==> config.mk <==
export PLATFORM = sky130hd
export DESIGN_NAME = kvat_ctrl
export DESIGN_NICKNAME = d
export VERILOG_FILES = /design/src/design/kvat_pkg.sv /design/src/design/kvat_ctrl.sv
export SDC_FILE = /design/constraint.sdc
export NUM_CORES = 1
export LEC_CHECK = 0
export BUFFER_PORTS_ARGS = -buffer_cell sky130_fd_sc_hd__clkbuf_2
export CAP_MARGIN = 25
export CORE_MARGIN = 2
export CORE_UTILIZATION = 42
export CTS_BUF_LIST = sky130_fd_sc_hd__clkbuf_2
export CTS_CLUSTER_SIZE = 20
export DETAILED_ROUTE_END_ITERATION = 7
export GPL_ROUTABILITY_DRIVEN = 0
export PLACE_DENSITY = 0.88
export SKIP_LAST_GASP = 1
export SLEW_MARGIN = 20
export SYNTH_ARGS = -nofsm -noshare
export SYNTH_HDL_FRONTEND = slang
export SYNTH_SLANG_ARGS = --single-unit
==> constraint.sdc <==
create_clock -name clk_i -period 1.9 [get_ports clk_i]
set_input_delay 0.285 -clock clk_i [delete_from_list [all_inputs] [get_ports clk_i]]
set_output_delay 0.285 -clock clk_i [all_outputs]
set_load 0.1 [all_outputs]
==> src/design/kvat_pkg.sv <==
// Shared constants, codes and controller/datapath types for the keyed vector accumulator table.
package kvat_pkg;

  localparam int DEF_TABLE_DEPTH     = 256;
  localparam int DEF_COMPONENT_WIDTH = 32;
  localparam int DEF_KEY_WIDTH       = 32;

  localparam int ACTION_W   = 3;
  localparam int KEY_IN_W   = 32;
  localparam int FORCE_W    = 32;
  localparam int SLOT_W     = 8;
  localparam int STATUS_W   = 3;
  localparam int TOTAL_W    = 9;
  localparam int CAP_W      = 9;
  localparam int CFG_IDX_W  = 1;
  localparam int CFG_DATA_W = 32;

  localparam logic [CAP_W-1:0] CAP_RESET = 9'd256;

  typedef enum logic [ACTION_W-1:0] {
    ACT_ADD    = 3'd0,
    ACT_LOOKUP = 3'd1,
    ACT_REMOVE = 3'd2,
    ACT_CLEAR  = 3'd3,
    ACT_READ   = 3'd4
  } action_e;

  typedef enum logic [STATUS_W-1:0] {
    ST_OK        = 3'd0,
    ST_NOT_FOUND = 3'd1,
    ST_FULL      = 3'd2,
    ST_RESERVED  = 3'd3,
    ST_RANGE     = 3'd4
  } status_e;

  typedef enum logic [CFG_IDX_W-1:0] {
    CFG_CAPACITY = 1'b0,
    CFG_RESERVED = 1'b1
  } cfg_reg_e;

  // What the datapath loads into the result register
  typedef enum logic [2:0] {
    RES_ZERO   = 3'd0,
    RES_VEC    = 3'd1,
    RES_ADD    = 3'd2,
    RES_APPEND = 3'd3,
    RES_ENTRY  = 3'd4
  } res_e;

  typedef struct packed {
    logic    latch;
    logic    scan_step;
    logic    rd_idx;
    logic    rd_last;
    logic    rem_wr;
    logic    clear;
    logic    res_load;
    res_e    res_kind;
    status_e res_status;
    logic    out_load;
  } dp_cmd_t;

  typedef struct packed {
    logic [ACTION_W-1:0] act;
    logic                reserved;
    logic                idx_ok;
    logic                hit;
    logic                miss;
    logic                full;
    logic                out_free;
  } dp_stat_t;

endpackage

==> src/design/kvat_ctrl.sv <==
// Sequencing state machine: decode, linear scan, remove move and result hand-off.
module kvat_ctrl (
  input  logic               clk_i,
  input  logic               rst_ni,
  input  logic               in_valid_i,
  output logic               in_ready_o,
  input  kvat_pkg::dp_stat_t stat_i,
  output kvat_pkg::dp_cmd_t  cmd_o
);
  import kvat_pkg::*;

  typedef enum logic [5:0] {
    S_IDLE   = 6'b000001,
    S_DECIDE = 6'b000010,
    S_SCAN   = 6'b000100,
    S_READ   = 6'b001000,
    S_REM_WR = 6'b010000,
    S_DONE   = 6'b100000
  } state_e;

  state_e state_q, state_d;
  logic   keyed;

  assign in_ready_o = (state_q == S_IDLE);
  assign keyed = (stat_i.act == ACT_ADD) || (stat_i.act == ACT_LOOKUP) ||
                 (stat_i.act == ACT_REMOVE);

  always_comb begin
    state_d          = state_q;
    cmd_o            = '0;
    cmd_o.res_kind   = RES_ZERO;
    cmd_o.res_status = ST_OK;
    unique case (state_q)
      S_IDLE: begin
        if (in_valid_i) begin
          cmd_o.latch = 1'b1;
          state_d     = S_DECIDE;
        end
      end
      S_DECIDE: begin
        if (keyed && stat_i.reserved) begin
          cmd_o.res_load   = 1'b1;
          cmd_o.res_status = ST_RESERVED;
          state_d          = S_DONE;
        end else begin
          unique case (stat_i.act) inside
            ACT_ADD, ACT_LOOKUP, ACT_REMOVE: state_d = S_SCAN;
            ACT_CLEAR: begin
              cmd_o.clear    = 1'b1;
              cmd_o.res_load = 1'b1;
              state_d        = S_DONE;
            end
            ACT_READ: begin
              if (stat_i.idx_ok) begin
                cmd_o.rd_idx = 1'b1;
                state_d      = S_READ;
              end else begin
                cmd_o.res_load   = 1'b1;
                cmd_o.res_status = ST_RANGE;
                state_d          = S_DONE;
              end
            end
            default: begin
              cmd_o.res_load = 1'b1;
              state_d        = S_DONE;
            end
          endcase
        end
      end
      S_SCAN: begin
        if (stat_i.hit) begin
          unique case (stat_i.act) inside
            ACT_ADD: begin
              cmd_o.res_load = 1'b1;
              cmd_o.res_kind = RES_ADD;
              state_d        = S_DONE;
            end
            ACT_LOOKUP: begin
              cmd_o.res_load = 1'b1;
              cmd_o.res_kind = RES_VEC;
              state_d        = S_DONE;
            end
            default: begin
              cmd_o.rd_last = 1'b1;
              state_d       = S_REM_WR;
            end
          endcase
        end else if (stat_i.miss) begin
          cmd_o.res_load = 1'b1;
          state_d        = S_DONE;
          if (stat_i.act == ACT_ADD) begin
            if (stat_i.full) begin
              cmd_o.res_status = ST_FULL;
            end else begin
              cmd_o.res_kind = RES_APPEND;
            end
          end else begin
            cmd_o.res_status = ST_NOT_FOUND;
          end
        end else begin
          cmd_o.scan_step = 1'b1;
        end
      end
      S_READ: begin
        cmd_o.res_load = 1'b1;
        cmd_o.res_kind = RES_ENTRY;
        state_d        = S_DONE;
      end
      S_REM_WR: begin
        cmd_o.rem_wr   = 1'b1;
        cmd_o.res_load = 1'b1;
        state_d        = S_DONE;
      end
      S_DONE: begin
        if (stat_i.out_free) begin
          cmd_o.out_load = 1'b1;
          state_d        = S_IDLE;
        end
      end
      default: state_d = S_IDLE;
    endcase
  end

  always_ff @(posedge clk_i or negedge rst_ni) begin
    if (!rst_ni) begin
      state_q <= S_IDLE;
    end else begin
      state_q <= state_d;
    end
  end

endmodule

* Word-level counts from Yosys, hierarchy flattened
Cells that the tools add are included.
Widths: inputs -> output; s select.
** Storage, ports and cells
- Register bits :: 6
- Bits in latches :: 0
- Bits in writable memories :: 0
- ROM bits :: 0
- Input bits :: 12
- Output and inout port bits :: 15
- Word-level logic and storage cells :: 66
- Memories kept :: 0
** Operators by class
- $add $sub $neg :: 0
- $mul :: 0
- Divide/modulo/power cells :: 0
- Magnitude comparators :: 0
- Eq/ne operators :: 13
- Shifts and indexed selects :: 0
- Mux-type cells :: 44
- Bitwise gates (word level) :: 0
- Reductions and logical operators :: 8
** Operators with widths (number)
- $mux 6 :: 7
- $pmux 6 s5 :: 1
- $mux 1 :: 20
- $mux 3 :: 4
- $pmux 3 s2 :: 2
- $pmux 6 s2 :: 1
- $mux 2 :: 4
- $pmux 4 s2 :: 1
- $mux 7 :: 1
- $eq 3x2->1 const B :: 2
- $eq 6x1->1 const B :: 1
- $eq 6x2->1 const B :: 1
- $eq 6x3->1 const B :: 1
- $eq 6x4->1 const B :: 1
- $eq 6x5->1 const B :: 1
- $eq 6x6->1 const B :: 1
- $mux 4 :: 1
- $ne 2x2->1 const B :: 2
- $reduce_or 2->1 :: 2
- $eq 3x1->1 const B :: 1
- $eq 3x3->1 const B :: 1
- $logic_not 3->1 :: 1
- $ne 3x3->1 const B :: 1
- $pmux 1 s3 :: 1
- 5 further kinds :: 6

* Longest topological paths before layout
Gate-level depths: netlist (run 1).
- Depth after elaboration :: 6
- Gate-level depth with buffers :: 6

* Worst setup path before layout (run 1)
OpenSTA, ideal clock, no wires.
- Path kind :: register to output
- Start :: register state_q[1]
- End :: output port cmd_o[10] (netlist bit)
- Arrival time :: 3.526 ns
- Required time :: 1.615 ns
- Slack :: -1.911 ns
- Cell stages (with the launch flop) :: 5
- Path buffers :: 1
- Path through :: dfrtp_1 -> or4_4 -> or2_1 -> buf_6 -> nor3b_1
** RTL lines
- start, declared :: line kvat_ctrl.sv:21 : state_e state_q, state_d;
- start signal, assigned :: line kvat_ctrl.sv:128 : state_q <= state_d;
- end, declared :: line kvat_ctrl.sv:8 : output kvat_pkg::dp_cmd_t cmd_o

==> metrics.md, run 1 <==
| Metric | Value |
|---|---|
| Outcome | `complete, but fails checks` |
| Failing checks | `negative setup slack` |
| Wirelength per Cell | `22.9 um` |
| Final setup viols | `14` |
| Synth Area in XOR/XNOR | `0.0306` |
| Tmin final | `around 2.3 ns` |
| Sequential area share after synthesis | `0.265` |
| Startpoint Class | `flip-flop` |
| Hold Crit Class | `in2reg` |
| Nets@finish | `125` |
| Cell Area, Synth | `between 500 and 600 um2` |
| Largest net degree at the start of global routing | `9` |
| Initial antenna violation count | `0` |
| Power Density | `1030 mW/mm2` |
| ANT nets after route | `0` |
| Maximum vdd drop | `0.923 mV` |
| Req. time, crit path | `1.62 ns` |
| Final period util | `1.22` |
| Initial Util | `0.445` |
| Cell row count | `13` |
| Routed wire length | `roughly 2900 um` |
| R2R setup slack | `~0.07 ns` |
| Die Ht | `40.9 um` |
| DRT Pass-1 Iters | `4` |
| Via/cell ratio | `6.51` |
| Clock Latency Late Sink | `0.26 ns` |
| Mean Syn Cell Area | `7.83 um2` |
| Antenna diode count | `0` |
| Max reg flops | `6` |
| Worst setup EP type | `primary output` |
| Fill cell count | `35` |
| Clock sinks | `6` |
| Top-Level Pins | `27` |
| Largest family of logic cells by synthesized area | `simple AND/OR/NAND/NOR gates` |
| Layout area overhead | `113%` |
| Register area | `151 um2` |
| Final setup margin | `-0.411 ns` |
| Slew HR | `0.635` |
| Multiplexer area fraction after synthesis | `0` |
| Post-Synth Simple-Gate Area | `0.501` |
| Area of the multi-input gates | `~570 um2` |
| Adder-Cell Fraction of Synth Area | `0` |
| Crit path max fanout | `3` |
| Post-Place Cell Area | `0.00109 mm2` |
| Core area | `0.00128 mm2` |
| H-tree depth | `1` |
| Number of global-route vias before repair | `710` |
| Synth Net Count | `85` |
| Fmax achieved | `433 MHz` |
| Num CTS Buffers | `3` |
| Number of DRC markers in iteration 0 | `28` |
| Leak | `0.550 nW` |
| GRT Overall Usage | `0.289` |
| Synth unique cells | `33` |
| CTS clk-pin slew, worst paths | `0.08 ns` |
| Global-route wire length before repair | `3060 um` |
| Worst Tran Pin Value | `0.543 ns` |
| Max Cap Viol | `0` |
| Count of pins over their slew limit | `0` |
| Vias | `827` |
| Remaining Overflow, GRT | `0` |
| WP data arrival | `2.03 ns` |
| Number of I/O port buffers | `26` |
| Synth warnings | `0` |
| Largest regs | `state_q x6` |
| RSZ-0062 raised after global routing | `true` |
| Die footprint | `0.00167 mm2` |
| Die span in x | `between 40 and 50 um` |
| Post-synthesis compound-gate area fraction | `0.158` |
| CTS tree | `yes` |
| Pre-CTS setup slack | `-0.237 ns` |
| DRC violation count after routing | `0` |
| Synth Instances | `73` |
| Max clock buf depth | `2` |
| FF+latch count, synth | `6` |
| Setup Skew | `0.00726 ns` |
| Layout cell share with drive strength beyond 1 | `0.589` |
| Largest register by flop count | `state_q` |
| Critical Setup Path Class | `reg2out` |
| Final instance area | `0.00122 mm2` |
| CTS root buf | `clkbuf_2` |
| DP Wirelength | `1630 um` |
| Final Hold Viols | `0` |
synth_stat cells:
| master | n | area, um2 |
|---|---|---|
| buf_6 | 1 | 11.3 |
| xor2_1 | 2 | 17.5 |
| a2bb2oi_1 | 1 | 8.76 |
| and2_1 | 4 | 25.0 |
| nor2b_1 | 4 | 25.0 |
| nand3_1 | 1 | 5.00 |
| nand2b_1 | 1 | 6.26 |
| a32o_1 | 1 | 10.0 |
| a221oi_1 | 1 | 8.76 |
| o211ai_1 | 2 | 15.0 |
| buf_1 | 1 | 3.75 |
| or4_4 | 1 | 11.3 |
| or2_1 | 1 | 6.26 |
| clkbuf_1 | 1 | 3.75 |
| a21oi_1 | 3 | 15.0 |
| dfstp_2 | 1 | 26.3 |
| nor4_2 | 1 | 12.5 |
| nor3_1 | 5 | 25.0 |
| a22oi_1 | 2 | 15.0 |
| nand2_1 | 4 | 15.0 |
| a21o_1 | 1 | 7.51 |
| or3_1 | 2 | 12.5 |
| o21ai_0 | 2 | 10.0 |
| and3_1 | 3 | 18.8 |
| nor2_1 | 10 | 37.5 |
| and2b_1 | 1 | 7.51 |
| nor4_1 | 2 | 12.5 |
| nor3_4 | 1 | 16.3 |
| and3b_1 | 1 | 8.76 |
| inv_1 | 2 | 7.51 |
| nor3b_1 | 4 | 30.0 |
| dfrtp_1 | 5 | 125 |
| and4b_2 | 1 | 11.3 |
metal layers:
metal | share of wire | routed length, um | GRT usage
met1 | 0.37 | 1080 | 0.304
met2 | 0.53 | 1530 | 0.527
met3 | 0.078 | 226 | 0.0652
met4 | 0.023 | 67 | 0.142
met5 | 0 | 0 | 0
cell type report:
cell class / instances / area share
multi-input combinational: 62 / 0.465
timing repair buffer: 38 / 0.373
sequential: 6 / 0.124
clock buffer: 4 / 0.0164
tap: 15 / 0.0154
inverter: 2 / 0.00615
cell families after synthesis:
| logic type | count (synthesis) |
|---|---|
| AO/OA/AOI/OAI | 13 |
| flip-flops | 6 |
| AND/OR/NAND/NOR | 47 |
| buffers and inverters | 5 |
| XOR/XNOR | 2 |
cell usage in the layout (no fill, tap or decap), drive strengths merged, types with 2 or more instances in the layout:
master	instances
buf	26
clkbuf	15
nor2	10
nor3	6
dfrtp	5
nor2b	4
nor3b	4
nand2	4
and2	4
a21oi	3
nor4	3
and3	3
or3	2
a22oi	2
inv	2
xor2	2
o21ai	2
o211ai	2
report_power, final:
group / internal [mW] / switching [mW] / leakage, nW
Sequential: 0.163 / 0.0248 / 0.0791
Combinational: 0.376 / 0.571 / 0.454
Clock: 0.0559 / 0.0657 / 0.0166
metrics by stage:
stage	hold slack, ns	power, mW	setup TNS, ns	std cells	utilization
after floorplan	-0.0106	0.685	-4.69	73	-
after global placement	0.109	0.944	-0.722	120	0.849
after detailed placement	0.114	0.974	-1.04	120	0.849
after CTS	0.299	1.12	-2.40	125	0.901
after global routing	0.309	1.29	-3.63	127	0.949
final	0.306	1.26	-3.31	127	0.949
worst max-delay path, cell delays in order (launching register included):
cell and delay (ns):
dfrtp_1 0.40, or4_4 0.57, nor3b_4 0.25, buf_6 0.14, a22oi_1 0.09, nor2_4 0.13
buf_12 0.18
repair_timing:
action / CTS / global route
endpoints found under the setup margin: 13 / 13
hold buffers: 1 / 0
setup buffers: 0 / 2
pin swaps: 7 / 7
endpoints found under the hold margin: 5 / 0
gates resized for setup: 7 / 9
final timing paths:
| kind | depth (start not counted) | endpoint | from |
|---|---|---|---|
| max | 6 | cmd_o[1] | state_q[1] |
| min | 2 | state_q[5] | stat_i[0] |
| max reg2reg | 5 | state_q[2] | state_q[1] |
| min reg2reg | 3 | state_q[0] | state_q[5] |
| max in group asynchronous | 2 | state_q[0] | rst_ni |
| min in group asynchronous | 2 | state_q[1] | rst_ni |
Power figures use the tool's default switching activity.
==> inputs of run 2 (changes only) <==
--- a/config.mk
+++ b/config.mk
@@ -13,7 +13,7 @@
 export CTS_CLUSTER_SIZE = 20
 export DETAILED_ROUTE_END_ITERATION = 7
 export GPL_ROUTABILITY_DRIVEN = 0
-export PLACE_DENSITY = 0.88
+export PLACE_DENSITY_LB_ADDON = 0.1
 export SKIP_LAST_GASP = 1
 export SLEW_MARGIN = 20
 export SYNTH_ARGS = -nofsm -noshare
==> metrics.md, run 2 (synthesis gave the netlist of run 1 again) <==
| Metric | Value |
|---|---|
| Hold Crit Class | `in2reg` |
| Vias | `845` |
| Max clock buf depth | `2` |
| Largest register by flop count | `state_q` |
| Layout Cells excl Fill | `130` |
| Clock sinks | `6` |
| WP data arrival | `2.14 ns` |
| Routed wire length | `3190 um` |
| Tmin final | `2.43 ns` |
| Clock Latency Late Sink | `0.26 ns` |
| Largest regs | `state_q x6` |
| Final setup viols | `13` |
| Die Ht | `40.9 um` |
| DP Wirelength | `~1500 um` |
| Final Hold Viols | `0` |
| Layout area overhead | `118%` |
| Number of I/O port buffers | `26` |
| Crit path max fanout | `3` |
| Initial Util | `0.445` |
| H-tree depth | `1` |
| Number of global-route vias before repair | `749` |
| Antenna diode count | `0` |
| Number of DRC markers in iteration 0 | `38` |
| GRT Overall Usage | `0.317` |
| Nets@finish | `128` |
| Initial antenna violation count | `0` |
| Most frequent cells in the layout | `clkbuf_2 (15), buf_12 (15), buf_4 (10), nor2_1 (8), nor3_4 (5)` |
| Wirelength per Cell | `about 25 um` |
| Global-route wire length before repair | `around 3300 um` |
| Post-layout util | `0.971` |
| Cell row count | `13` |
| Top-Level Pins | `27` |
| Worst setup EP type | `primary output` |
| Layout cell share with drive strength beyond 1 | `0.626` |
| Setup TNS | `-3.36 ns` |
| Core area | `between 0.001 and 0.0015 mm2` |
| Slew HR | `0.742` |
| Die footprint | `0.00167 mm2` |
| CTS root buf | `clkbuf_2` |
| Maximum vdd drop | `1.23 mV` |
| Remaining Overflow, GRT | `0` |
| Num CTS Buffers | `3` |
| CTS tree | `yes` |
| DRT Pass-1 Iters | `4` |
| Worst Tran Pin Value | `0.385 ns` |
| Pwr Total | `~1.3 mW` |
| Failing checks | `negative setup slack` |
| Via/cell ratio | `6.50` |
| Req. time, crit path | `between 1.5 and 2 ns` |
| Startpoint Class | `flip-flop` |
| Count of pins over their slew limit | `0` |
| Setup Skew | `between 0.008 and 0.009 ns` |
| Largest net degree at the start of global routing | `9` |
| Max reg flops | `6` |
| Max Cap Viol | `0` |
| Fmax achieved | `412 MHz` |
| Power Density | `between 1000 and 1500 mW/mm2` |
| Leak | `0.553 nW` |
| ANT nets after route | `0` |
| Pre-CTS setup slack | `-0.210 ns` |
| CTS clk-pin slew, worst paths | `0.08 ns` |
| Placed insts | `121` |
| Die span in x | `40.9 um` |
| Final setup margin | `-0.529 ns` |
| Critical Setup Path Class | `reg2out` |
| RSZ-0062 raised after global routing | `true` |
| Final period util | `1.28` |
| Outcome | `complete, but fails checks` |
| DRC violation count after routing | `0` |
run 2: cell types whose count changed in the layout (fill, tap and decap cells not counted), sizes merged:
cell / before / now
buf: 26 / 29
run 2: final timing paths:
path,end,slack [ns],startpoint,cells after the start
worst max-delay path,cmd_o[1],-0.53,state_q[1],7
worst min-delay path,state_q[5],0.27,stat_i[0],2
worst max register to register,state_q[2],0.08,state_q[1],5
worst min register to register,state_q[4],0.81,state_q[4],3
max in group asynchronous,state_q[0],1.26,rst_ni,2
min in group asynchronous,state_q[4],0.39,rst_ni,2
run 2: layout make-up:
cell class                      instances  area (um2)
Multi-Input combinational cell         62         563
Sequential cell                         6         153
Tap cell                               15        18.8
Inverter                                2        7.51
Timing Repair Buffer                   41         485
Fill cell                              22        37.5
Clock buffer                            4        20.0
run 2: metrics by stage:
step           cell area (um2)  hold WS (ns)
2_1_floorplan              668       -0.0106
3_3_place_gp              1100         0.109
3_5_place_dp              1100         0.116
4_1_cts                   1190         0.289
5_1_grt                   1250         0.278
6_report                  1250         0.273
run 2: routing by layer:
| layer | vias up | routed length (um) | global-route usage | part of all wire |
|---|---|---|---|---|
| met5 | - | 0 | 0 | 0 |
| met4 | 0 | 94 | 0.167 | 0.030 |
| met3 | 10 | 362 | 0.0598 | 0.11 |
| met2 | 75 | 1650 | 0.508 | 0.52 |
| met1 | 407 | 1080 | 0.399 | 0.34 |
| li1 | 353 | - | - | - |
run 2: what timing repair did:
action / 4_1_cts / 5_1_grt
setup endpoints to repair: 14 / 14
pin swaps: 6 / 10
endpoints found under the hold margin: 5 / 0
resized for setup: 10 / 10
hold buffers: 1 / 0
setup buffers: 2 / 2
run 2: critical path, stage by stage, from the launching register on:
cell	delay, ns
dfrtp_1	0.41
or4_4	0.53
buf_6	0.14
nor3b_2	0.21
buf_4	0.18
nor2_1	0.07
nor2_4	0.16
buf_12	0.18
run 2: where the power goes:
part           switching (mW)  total [mW]  internal [mW]
logic                   0.592        1.02          0.432
clock network          0.0677       0.123         0.0558
registers              0.0233       0.186          0.163
total                   0.683        1.33          0.651
==> inputs of run 3 (changes only) <==
--- a/config.mk
+++ b/config.mk
@@ -7,7 +7,7 @@
 export LEC_CHECK = 0
 export BUFFER_PORTS_ARGS = -buffer_cell sky130_fd_sc_hd__clkbuf_2
 export CAP_MARGIN = 25
-export CORE_MARGIN = 2
+export CORE_MARGIN = 3
 export CORE_UTILIZATION = 42
 export CTS_BUF_LIST = sky130_fd_sc_hd__clkbuf_2
 export CTS_CLUSTER_SIZE = 20
==> constraint.sdc (replaced) <==
create_clock -name clk_i -period 2.17 [get_ports clk_i]
set_input_delay 0.3255 -clock clk_i [delete_from_list [all_inputs] [get_ports clk_i]]
set_output_delay 0.3255 -clock clk_i [all_outputs]
set_load 0.1 [all_outputs]
==> metrics.md, run 3 (synthesis gave the netlist of run 1 again) <==
| Metric | Value |
|---|---|
| Outcome | `complete, but fails checks` |
| Failing checks | `negative setup slack` |
| Via/cell ratio | `just over 6` |
| Crit path max fanout | `5` |
| Vias | `774` |
| Die Ht | `between 40 and 50 um` |
| Max Cap Viol | `0` |
| Die span in x | `42.9 um` |
| Maximum vdd drop | `between 0.6 and 0.7 mV` |
| Pre-CTS setup slack | `-0.0230 ns` |
| Fmax achieved | `423 MHz` |
| Hold Path Depth | `2` |
| Number of DRC markers in iteration 0 | `30` |
| Worst setup EP type | `primary output` |
| FF-to-FF path depth | `6` |
| Critical Setup Path Class | `reg2out` |
| Largest regs | `state_q x6` |
| Worst min-delay path startpoint | `in_valid_i` |
| Num CTS Buffers | `3` |
| ANT nets after route | `0` |
| Cell row count | `12` |
| Number of global-route vias before repair | `between 800 and 900` |
| Hold Crit Class | `in2reg` |
| CTS tree | `yes` |
| Largest net degree at the start of global routing | `9` |
| Remaining Overflow, GRT | `0` |
| Slew HR | `0.643` |
| Req. time, crit path | `1.84 ns` |
| Final period util | `1.09` |
| Count of pins over their slew limit | `0` |
| Number of I/O port buffers | `26` |
| WP data arrival | `2.04 ns` |
| Worst hold path endpoint | `state_q[1]` |
| Largest register by flop count | `state_q` |
| Setup Skew | `0.00458 ns` |
| Final setup viols | `7` |
| Clock sinks | `6` |
| Initial Util | `0.482` |
| Die footprint | `0.00184 mm2` |
| Nets@finish | `125` |
| Max reg flops | `6` |
| Worst Tran Pin Value | `approximately 0.54 ns` |
| Layout cell share with drive strength beyond 1 | `0.527` |
| Antenna diode count | `0` |
| Global-route wire length before repair | `3880 um` |
| Final setup margin | `-0.197 ns` |
| RSZ-0062 raised after global routing | `true` |
| Startpoint Class | `flip-flop` |
| Most common cell after layout, fill and taps aside | `clkbuf_2` |
| Reg-to-reg critical path endpoint | `state_q[2]` |
| DRT Pass-1 Iters | `4` |
| Tmin final | `2.37 ns` |
| DRC violation count after routing | `0` |
| Post-layout util | `0.924` |
| Post-Route Hold Slack | `0.347 ns` |
| Core area | `0.00119 mm2` |
| Layout area overhead | `91.7%` |
| Most frequent cells in the layout | `clkbuf_2 (16), buf_4 (13), buf_12 (11), nor2_1 (9)` |
| Initial antenna violation count | `0` |
| Leak | `0.525 nW` |
| Max clock buf depth | `2` |
| R2R setup slack | `just over 0.3 ns` |
| Power Density | `859 mW/mm2` |
| Clock Latency Late Sink | `0.23 ns` |
| CTS root buf | `clkbuf_2` |
| Wirelength per Cell | `17.9 um` |
| Routed wire length | `2260 um` |
| Reg2reg start | `state_q[4]` |
| DP Wirelength | `1360 um` |
| GRT Overall Usage | `0.279` |
| CTS clk-pin slew, worst paths | `0.08 ns` |
| Setup TNS | `-1.03 ns` |
| Final Hold Viols | `0` |
| Top-Level Pins | `27` |
| H-tree depth | `1` |
-- run 3: changes by cell type in the layout (fill, tap and decap cells not counted), sizes merged --
cell and change:
buf -4, clkbuf +1
-- run 3: power by group --
part           total, mW  switching [mW]  internal [mW]  leakage, nW
registers          0.166          0.0230          0.143       0.0791
clock network     0.0991          0.0501         0.0490       0.0166
logic              0.677           0.443          0.234        0.430
-- run 3: worst max path at each step --
stage / startpoint / end / slack [ns] / cells after the start
finish: state_q[4] / cmd_o[10] / -0.20 / 5
global route: state_q[4] / cmd_o[10] / -0.23 / 5
CTS: state_q[1] / cmd_o[4] / -0.16 / 4
detailed placement: state_q[1] / cmd_o[4] / -0.02 / 4
global placement: state_q[1] / cmd_o[4] / 0.02 / 4
floorplan: state_q[1] / cmd_o[4] / -0.54 / 4
-- run 3: layout make-up --
class	count	area (um2)
clock buffer	4	20.0
fill	45	90.1
inverter	2	7.51
multi-input combinational	62	500
sequential	6	151
tap	14	17.5
timing repair buffer	38	399
-- run 3: worst max-delay path, stage by stage, from the launching register on --
cell	delay, ns
dfrtp_1	0.39
or4_4	0.55
or2_4	0.29
buf_6	0.13
nor3b_4	0.24
buf_12	0.21
-- run 3: per-stage QoR --
stage	instances	instance area, um2	total power [mW]
CTS	126	1080	0.885
floorplan	73	648	0.587
global route	126	1100	0.977
global placement	116	995	0.734
finish	126	1100	0.942
detailed placement	116	995	0.751
-- run 3: per-layer routing --
metal / track usage / up-vias / wire [um]
met4: 0.161 / 0 / 102
met1: 0.320 / 357 / 829
met2: 0.488 / 62 / 1130
met5: 0 / - / 0
met3: 0.0297 / 13 / 200
li1: - / 342 / -
-- run 3: what timing repair did --
action                                 CTS  global route
gates cloned                             0             0
buffers inserted                         5             0
setup endpoints to repair                7            10
resized for setup                        4             3
hold buffers                             1             0
endpoints found under the hold margin    5             0
pin swaps                                5             4
